`config.mk`:
```
export PLATFORM = sky130hd
export DESIGN_NAME = balance_position_indicator
export DESIGN_NICKNAME = d
export VERILOG_FILES = /design/src/sv/bpi_pkg.sv /design/src/sv/bpi_regs.sv /design/src/sv/bpi_ctrl.sv /design/src/sv/bpi_datapath.sv /design/src/sv/balance_position_indicator.sv
export SDC_FILE = /design/constraint.sdc
export NUM_CORES = 1
export LEC_CHECK = 0
export BUFFER_PORTS_ARGS = -buffer_cell sky130_fd_sc_hd__buf_2
export CAP_MARGIN = 20
export CORE_ASPECT_RATIO = 0.6
export CORE_MARGIN = 4
export CORE_UTILIZATION = 30
export CTS_CLUSTER_SIZE = 10
export DETAILED_ROUTE_END_ITERATION = 8
export PLACE_DENSITY = 0.54
export SLEW_MARGIN = 20
export SYNTH_ARGS = -nofsm -noshare
export SYNTH_HDL_FRONTEND = slang
export SYNTH_HIERARCHICAL = 1
export SYNTH_SLANG_ARGS = --single-unit
```
`constraint.sdc`:
```
create_clock -name clk -period 9.6 [get_ports clk]
set_clock_uncertainty 0.1 [all_clocks]
set_input_delay 0.48 -clock clk [delete_from_list [all_inputs] [get_ports clk]]
set_output_delay 0.48 -clock clk [all_outputs]
set_load 0.05 [all_outputs]
```
`src/sv/bpi_pkg.sv`:
```
// Package for the balance position indicator.
// Holds widths, register indexes, reset values, the controller state type
// and the command, status and configuration structs. No dependencies.
package bpi_pkg;

  localparam int SAMPLE_BITS = 24;
  localparam int LED_COUNT   = 16;
  localparam int POS_W       = $clog2(LED_COUNT);
  localparam int GAIN_W      = 6;
  localparam int OFFSET_W    = 4;
  localparam int QUO_W       = GAIN_W;
  localparam int NUM_W       = GAIN_W + SAMPLE_BITS;
  localparam int DEN_W       = SAMPLE_BITS + 1;
  localparam int STEP_W      = $clog2(QUO_W);
  localparam int ADDR_W      = 3;
  localparam int DATA_W      = 32;

  localparam logic [GAIN_W-1:0]   GAIN_RESET   = GAIN_W'(20);
  localparam logic [OFFSET_W-1:0] OFFSET_RESET = OFFSET_W'(2);

  localparam logic REG_GAIN   = 1'b0;
  localparam logic REG_OFFSET = 1'b1;

  typedef enum logic [2:0] {
    S_IDLE,
    S_NET,
    S_MUL,
    S_DIV,
    S_FIN
  } state_t;

  typedef struct packed {
    logic [GAIN_W-1:0]   gain;
    logic [OFFSET_W-1:0] offset;
  } cfg_t;

  typedef struct packed {
    logic capture;
    logic net;
    logic mul;
    logic div_step;
    logic finish;
  } cmd_t;

  typedef struct packed {
    logic out_busy;
  } sts_t;

endpackage

```
`src/sv/bpi_regs.sv`:
```
// Configuration register file behind the APB-style port.
// Holds gain and offset; depends on bpi_pkg.
module bpi_regs (
  input  logic                   clk,
  input  logic                   rst,
  input  logic                   psel,
  input  logic                   penable,
  input  logic                   pwrite,
  input  logic [bpi_pkg::ADDR_W-1:0] paddr,
  input  logic [bpi_pkg::DATA_W-1:0] pwdata,
  output logic [bpi_pkg::DATA_W-1:0] prdata,
  output logic                   pready,
  output bpi_pkg::cfg_t          cfg
);
  import bpi_pkg::*;

  logic wr;

  assign pready = 1'b1;
  assign wr     = psel && penable && pwrite;

  always_ff @(posedge clk) begin
    if (rst) begin
      cfg.gain   <= GAIN_RESET;
      cfg.offset <= OFFSET_RESET;
    end else if (wr) begin
      case (paddr[2])
        REG_GAIN:   cfg.gain   <= pwdata[GAIN_W-1:0];
        REG_OFFSET: cfg.offset <= pwdata[OFFSET_W-1:0];
        default: ;
      endcase
    end
  end

  always_comb begin
    prdata = '0;
    case (paddr[2])
      REG_GAIN:   prdata = DATA_W'(cfg.gain);
      REG_OFFSET: prdata = DATA_W'(cfg.offset);
      default:    prdata = '0;
    endcase
  end

endmodule

```
`src/sv/bpi_ctrl.sv`:
```
// Controller state machine: sequences capture, net load, multiply,
// divider steps and result hand-off. Depends on bpi_pkg.
module bpi_ctrl (
  input  logic          clk,
  input  logic          rst,
  input  logic          in_valid,
  output logic          in_ready,
  input  bpi_pkg::sts_t sts,
  output bpi_pkg::cmd_t cmd
);
  import bpi_pkg::*;

  state_t            state, state_next;
  logic [STEP_W-1:0] step, step_next;
  logic              last_step;

  assign last_step = (step == STEP_W'(QUO_W - 1));

  always_ff @(posedge clk) begin
    if (rst) begin
      state <= S_IDLE;
      step  <= '0;
    end else begin
      state <= state_next;
      step  <= step_next;
    end
  end

  always_comb begin
    state_next = state;
    step_next  = step;
    case (state)
      S_IDLE: if (in_valid) state_next = S_NET;
      S_NET:  state_next = S_MUL;
      S_MUL: begin
        state_next = S_DIV;
        step_next  = '0;
      end
      S_DIV: begin
        step_next = step + STEP_W'(1);
        if (last_step) state_next = S_FIN;
      end
      S_FIN:  if (!sts.out_busy) state_next = S_IDLE;
      default: state_next = S_IDLE;
    endcase
  end

  always_comb begin
    cmd      = '0;
    in_ready = 1'b0;
    case (state)
      S_IDLE: begin
        in_ready    = 1'b1;
        cmd.capture = in_valid;
      end
      S_NET:  cmd.net      = 1'b1;
      S_MUL:  cmd.mul      = 1'b1;
      S_DIV:  cmd.div_step = 1'b1;
      S_FIN:  cmd.finish   = !sts.out_busy;
      default: ;
    endcase
  end

endmodule

```
`src/sv/bpi_datapath.sv`:
```
// Datapath: running minima, net loads, gain multiply, restoring divider,
// clamp and output register. Depends on bpi_pkg.
module bpi_datapath (
  input  logic                         clk,
  input  logic                         rst,
  input  bpi_pkg::cmd_t                cmd,
  input  bpi_pkg::cfg_t                cfg,
  output bpi_pkg::sts_t                sts,
  input  logic [bpi_pkg::SAMPLE_BITS-1:0] reading_a,
  input  logic [bpi_pkg::SAMPLE_BITS-1:0] reading_b,
  output logic                         out_valid,
  input  logic                         out_ready,
  output logic [bpi_pkg::POS_W-1:0]    position,
  output logic [bpi_pkg::LED_COUNT-1:0] led_mask,
  output logic [bpi_pkg::SAMPLE_BITS-1:0] net_a,
  output logic [bpi_pkg::SAMPLE_BITS-1:0] net_b
);
  import bpi_pkg::*;

  logic [SAMPLE_BITS-1:0] ra, rb, floor_a, floor_b, min_a, min_b;
  logic [SAMPLE_BITS-1:0] na, nb;
  logic [NUM_W-1:0]       rem, ds;
  logic [DEN_W-1:0]       den;
  logic [QUO_W-1:0]       quo, diff;
  logic [POS_W-1:0]       pos_c;

  assign sts.out_busy = out_valid && !out_ready;

  assign min_a = (ra < floor_a) ? ra : floor_a;
  assign min_b = (rb < floor_b) ? rb : floor_b;
  assign den   = DEN_W'(na) + DEN_W'(nb) + DEN_W'(1);

  always_comb begin
    diff  = quo - QUO_W'(cfg.offset);
    pos_c = '0;
    if (quo >= QUO_W'(cfg.offset)) begin
      if (diff > QUO_W'(LED_COUNT - 1)) pos_c = POS_W'(LED_COUNT - 1);
      else pos_c = diff[POS_W-1:0];
    end
  end

  always_ff @(posedge clk) begin
    if (rst) begin
      floor_a <= '1;
      floor_b <= '1;
    end else if (cmd.net) begin
      floor_a <= min_a;
      floor_b <= min_b;
    end
  end

  always_ff @(posedge clk) begin
    if (cmd.capture) begin
      ra <= reading_a;
      rb <= reading_b;
    end
    if (cmd.net) begin
      na <= ra - min_a;
      nb <= rb - min_b;
    end
    if (cmd.mul) begin
      rem <= NUM_W'(cfg.gain) * NUM_W'(na);
      ds  <= {den, (QUO_W-1)'(0)};
      quo <= '0;
    end else if (cmd.div_step) begin
      if (rem >= ds) begin
        rem <= rem - ds;
        quo <= {quo[QUO_W-2:0], 1'b1};
      end else begin
        quo <= {quo[QUO_W-2:0], 1'b0};
      end
      ds <= ds >> 1;
    end
  end

  always_ff @(posedge clk) begin
    if (rst) begin
      out_valid <= 1'b0;
    end else if (cmd.finish) begin
      out_valid <= 1'b1;
    end else if (out_ready) begin
      out_valid <= 1'b0;
    end
  end

  always_ff @(posedge clk) begin
    if (cmd.finish) begin
      position <= pos_c;
      led_mask <= LED_COUNT'(1) << pos_c;
      net_a    <= na;
      net_b    <= nb;
    end
  end

endmodule

```
`src/sv/balance_position_indicator.sv`:
```
// Top level of the balance position indicator: register file, controller
// and datapath. Depends on bpi_pkg, bpi_regs, bpi_ctrl, bpi_datapath.
//
//   channel  | handshake          | payload
//   ---------+--------------------+----------------------------------
//   input    | in_valid/in_ready  | reading_a, reading_b
//   output   | out_valid/out_ready| position, led_mask, net_a, net_b
//   config   | psel/penable/pready| paddr, pwrite, pwdata, prdata
//
// An item goes from transfer to result through capture, net load,
// multiply, then six steps of the restoring divider (one quotient bit each).
// The next item is taken once the result is in the output register, so a
// stalled output holds back at most one further item at its final step.
// Synchronous reset restores gain 20, offset 2 and both minima to all ones.
module balance_position_indicator (
  input  logic                         clk,
  input  logic                         rst,
  input  logic                         in_valid,
  output logic                         in_ready,
  input  logic [bpi_pkg::SAMPLE_BITS-1:0] reading_a,
  input  logic [bpi_pkg::SAMPLE_BITS-1:0] reading_b,
  output logic                         out_valid,
  input  logic                         out_ready,
  output logic [bpi_pkg::POS_W-1:0]    position,
  output logic [bpi_pkg::LED_COUNT-1:0] led_mask,
  output logic [bpi_pkg::SAMPLE_BITS-1:0] net_a,
  output logic [bpi_pkg::SAMPLE_BITS-1:0] net_b,
  input  logic                         psel,
  input  logic                         penable,
  input  logic                         pwrite,
  input  logic [bpi_pkg::ADDR_W-1:0]   paddr,
  input  logic [bpi_pkg::DATA_W-1:0]   pwdata,
  output logic [bpi_pkg::DATA_W-1:0]   prdata,
  output logic                         pready
);
  import bpi_pkg::*;

  cfg_t cfg;
  cmd_t cmd;
  sts_t sts;

  bpi_regs u_regs (
    .clk     (clk),
    .rst     (rst),
    .psel    (psel),
    .penable (penable),
    .pwrite  (pwrite),
    .paddr   (paddr),
    .pwdata  (pwdata),
    .prdata  (prdata),
    .pready  (pready),
    .cfg     (cfg)
  );

  bpi_ctrl u_ctrl (
    .clk      (clk),
    .rst      (rst),
    .in_valid (in_valid),
    .in_ready (in_ready),
    .sts      (sts),
    .cmd      (cmd)
  );

  bpi_datapath u_dp (
    .clk       (clk),
    .rst       (rst),
    .cmd       (cmd),
    .cfg       (cfg),
    .sts       (sts),
    .reading_a (reading_a),
    .reading_b (reading_b),
    .out_valid (out_valid),
    .out_ready (out_ready),
    .position  (position),
    .led_mask  (led_mask),
    .net_a     (net_a),
    .net_b     (net_b)
  );

  a_one_in_flight: assert property (@(posedge clk) disable iff (rst)
    in_valid && in_ready |=> !in_ready)
    else $error("second item taken while one in flight");

  a_mask_matches: assert property (@(posedge clk) disable iff (rst)
    out_valid |-> (led_mask == (LED_COUNT'(1) << position)))
    else $error("led_mask disagrees with position");

  a_result_from_finish: assert property (@(posedge clk) disable iff (rst)
    $rose(out_valid) |-> $past(cmd.finish))
    else $error("result raised without finish command");

endmodule
```
==> results by stage <==
Synthesis:
- The primary flip-flop cell chosen by synthesis mapping is sky130_fd_sc_hd__edfxtp_1.
- The count of mapped cells out of synthesis is between 2000 and 2500.
- The total standard cell area after synthesis is 21800 µm².
- Yosys attributes the largest share of cell area to sky130_fd_sc_hd__edfxtp_1 30%, sky130_fd_sc_hd__ha_1 9.8%, sky130_fd_sc_hd__fa_1 8.6%.
- The share of synthesized area occupied by flip-flops and latches is 37.2%.
- Counting flops with a built-in enable in the synthesized netlist gives roughly 220.
- Yosys printed 6 warnings.
- The mean cell area of the mapped netlist is roughly 9.6 µm².
- After synthesis, the share of flip-flops with an asynchronous set or reset is 0%.
- In this run, synthesis produced a sequential element count of 295.
- The count of unique library cells instantiated by Yosys is 100.
- sky130_fd_sc_hd__edfxtp_1 takes more of the synthesized area than any other cell.
- The top cell type by area accounts for 30.2% of the synthesized area.

Detailed routing:
- For this run, design rule violations remaining after detail routing come to 0.
- The post-detailed-routing wire length is 58800 µm.
- Before antenna repair, the detailed router went through 6 iterations.
- After detailed routing, the average wire length per cell comes to between 15 and 20 µm.
- The iteration-0 DRC count of the detailed router is 1180.
- After detailed routing, the number of vias per cell comes to between 4 and 5.
- The number of nets with antenna violations after routing is 0.
- The via total after detailed routing is 16800.

STA:
- The actual slew at the worst max-slew pin is between 1 and 1.5 ns.
- The number of max-slew violations in the final report is 0.
- The setup-violating endpoint count in the final report is 0.
- For the final routed database, the setup TNS stands at 0 ns.
- The period utilization is 65.9%.
- The final-report hold violation count is 0.
- Counting I/O delays and the setup requirement, the final critical path takes 6.32 ns.
- Setup repair after global routing left no endpoint under its margin.
- The maximum operating frequency is 0.158 GHz.
- In this run the tightest slew margin relative to its limit is 26.2%.

CTS:
- The cell sitting at the root of the clock tree is a sky130_fd_sc_hd__clkbuf_16.
- The TritonCTS buffer count is 38.
- The quantity of hold-fixing buffers added after cts is 46.
- TritonCTS built the clock tree.
- The number of clock sinks is 295.
- The number of buffers on the longest clock path is 3.
- The number of buffers inserted by post-CTS setup repair is 0.
- The number of gates resized after cts is 0.
- The clock transition at the registers of the reported paths is 0.06 ns.
- For the worst-skew pair, the clock arrives at the later sink with an insertion delay of 0.57 ns.
- The H-tree was split into 2 levels.

Power:
- Dividing total power by cell area gives a power density of 204 nW/µm².
- Net switching is 37.6% of the power.
- For this design the total switching power over the nets is between 1.5 and 2 mW.
- Cell internal power was estimated by the tool at 3.18 mW.
- The maximum ir drop on the vdd rail is 0.125 mV.
- The clock network fraction of total power is 27.5%.
- The sum of internal, switching and leakage power is 5.10 mW.
- The share of power burned in registers is 33.4%.
- The analysis attributes to cell leakage a power of 10.7 nW.
- The share of total power dissipated in combinational logic is between 30% and 40%.

Global routing:
- The initial antenna violation count is 0.
- The met3 global-route usage is 3.12%.
- In the global route stage, met1 resource usage came out at between 20% and 30%.
- The total routing usage reported by global routing is 15.2%.
- The global-route wire length before repair is between 90000 and 100000 µm.
- The leftover overflow at the end of global routing is 0.
- For this run, global-route usage on met2 was measured as a little over a fifth.
- In this run the most used layer during global routing was met1.
- The maximum number of pins on one net before global-route repair is 71.
- The via count of the first global-routing pass is 16500.

Die:
- The die is 217 µm tall.
- The starting density of the core is 30.3%.
- In this run the horizontal extent of the chip is approximately 360 µm.
- After floorplanning, the core was sized to cover slightly above 70000 µm².
- The die covers about 77000 µm².
- In this run the core area contains 76 standard-cell rows.
- For this design the top-level I/O count stands at 193.

Worst setup path:
- The worst endpoint data arrival time is 6.52 ns.
- STA classifies the critical path endpoint as a flop.
- The startpoint class of the critical path is a flop.
- The required time of the critical path is 9.80 ns.
- The critical path start-end classification is reg2reg.
- In this run the worst path has a maximum fanout of 26.

Cells and area:
- The final antenna diode count is 0.
- Leaving out fill and tap cells, the most frequent cell in the layout is sky130_fd_sc_hd__inv_1.
- The area growth from synthesis to layout is 15.2%.
- Leaving out fill and tap cells, the most frequent cells in the layout are 245 x sky130_fd_sc_hd__inv_1, 219 x sky130_fd_sc_hd__edfxtp_1, 213 x sky130_fd_sc_hd__nand2_1.
- In the final layout, the share of cells above drive strength 1 is 10.1%.
- For this run, the share of the core covered by cells in the final layout is 34.9%.
- Counting the fill cells in the layout gives 7298.
- The count of nets after finishing is 2803.

Run:
- The number of violations of the max-capacitance limit is 0.

Place:
- During placement, the flow inserted port buffers numbering 137.
- The detailed placement HPWL is around 45000 µm.
- Routability-driven placement finished with a final weighted congestion of 0.879.

Status:
- The flow ran to the end, and the final reports show no timing, DRC or antenna violations.

Worst hold path:
- The type of the tightest min-delay check is in2reg.
## path summary, 6_finish.rpt
check	from	end	slack, ns	cells after the start
setup / recovery	u_regs/cfg[8]$_SDFFE_PP1P_	u_dp/rem[29]$_DFFE_PP_	3.28	18
hold / removal	reading_b[13]	u_dp/rb[13]$_DFFE_PP_	0.03	1
setup reg to reg	u_regs/cfg[8]$_SDFFE_PP1P_	u_dp/rem[29]$_DFFE_PP_	3.28	18
hold reg to reg	u_dp/floor_b[10]$_SDFFE_PP1P_	u_dp/floor_b[10]$_SDFFE_PP1P_	0.37	2
## power by group through the flow
stage / Combinational [mW] / Sequential (mW) / Clock (mW)
finish: 1.99 / 1.71 / 1.41
global route: 2.25 / 1.72 / 1.52
CTS: 1.98 / 1.70 / 1.47
detailed placement: 1.96 / 1.73 / 0
global placement: 1.92 / 1.73 / 0
floorplan: 1.54 / 1.64 / 0
## sequential cells by signal, summed over array words and instances (netlist names)
register	cells
u_dp/rem	30
u_dp/led_mask	16
u_dp/net_a	24
u_dp/rb	24
u_dp/quo	6
u_dp/out_valid	1
u_dp/net_b	24
u_ctrl/state	3
u_dp/ds	30
u_ctrl/step	3
u_dp/na	24
u_dp/position	4
u_regs/cfg	10
u_dp/ra	24
u_dp/floor_b	24
u_dp/floor_a	24
u_dp/nb	24
## worst max-delay path, stage by stage (launching register included)
cell                        delay [ns]
sky130_fd_sc_hd__dfxtp_1          1.03
sky130_fd_sc_hd__and2_1           0.27
sky130_fd_sc_hd__fa_1             0.46
sky130_fd_sc_hd__fa_1             0.56
sky130_fd_sc_hd__inv_1            0.06
sky130_fd_sc_hd__fa_1             0.54
sky130_fd_sc_hd__inv_1            0.04
sky130_fd_sc_hd__ha_1             0.30
sky130_fd_sc_hd__inv_1            0.07
sky130_fd_sc_hd__o21bai_1         0.21
sky130_fd_sc_hd__a21oi_1          0.12
sky130_fd_sc_hd__o21a_1           0.26
sky130_fd_sc_hd__o311ai_2         0.50
sky130_fd_sc_hd__a41oi_1          0.34
sky130_fd_sc_hd__o31ai_1          0.42
sky130_fd_sc_hd__a31o_2           0.25
sky130_fd_sc_hd__a2111oi_0        0.12
sky130_fd_sc_hd__a41oi_1          0.26
sky130_fd_sc_hd__a22oi_1          0.13
## layout make-up
class | instances | area [µm²] | share of cell area, %
Clock buffer | 60 | 1120 | 4.45
Clock inverter | 7 | 80.1 | 0.320
Inverter | 245 | 920 | 3.67
Multi-Input combinational cell | 1672 | 12400 | 49.4
Sequential cell | 295 | 8100 | 32.3
Tap cell | 975 | 1220 | 4.87
Timing Repair Buffer | 196 | 1240 | 4.96
## metal layers
| layer | share of wire, % | wire length [µm] | vias to the layer above |
|---|---|---|---|
| li1 | - | - | 8235 |
| met1 | 51 | 29800 | 8070 |
| met2 | 41 | 24200 | 425 |
| met3 | 5.9 | 3500 | 77 |
| met4 | 2.2 | 1320 | 0 |
| met5 | 0 | 0 | - |
## cell families after synthesis
family                     synth area share [%]
DFF                                        37.2
AOI/OAI and AO/OA                          15.6
and+or+nand+nor                            16.7
adders and majority gates                  18.8
muxes                                      1.27
xor gates and xnor gates                   3.95
buffers and inverters                      6.42
other                                    0.0345
## cells in the mapped netlist, drive strengths merged (15+ instances only)
| library cell | n |
|---|---|
| o21a | 15 |
| xnor2 | 56 |
| ha | 171 |
| inv | 245 |
| a21o | 45 |
| clkbuf | 52 |
| nand2 | 213 |
| nor2b | 27 |
| o211ai | 33 |
| nand3 | 41 |
| mux2i | 23 |
| and2 | 146 |
| nor2 | 152 |
| nor3 | 32 |
| o21ai | 142 |
| edfxtp | 219 |
| and3 | 19 |
| dfxtp | 76 |
| a211oi | 16 |
| xor2 | 42 |
| o31ai | 20 |
| nand4 | 15 |
| fa | 94 |
| nand2b | 40 |
| buf | 39 |
| a21oi | 138 |
## stage by stage
step	hold WS (ns)	cells	cell area (µm²)	setup WS, ns
5_1_grt	0.00340	3450	25100	2.80
3_3_place_gp	0.357	3337	23400	3.40
4_1_cts	0.00285	3450	25100	3.25
6_report	0.0321	3450	25100	3.28
3_5_place_dp	0.361	3337	23400	3.31
2_1_floorplan	0.326	2303	21900	4.11
No activity file was read; power rests on OpenSTA's default activity.
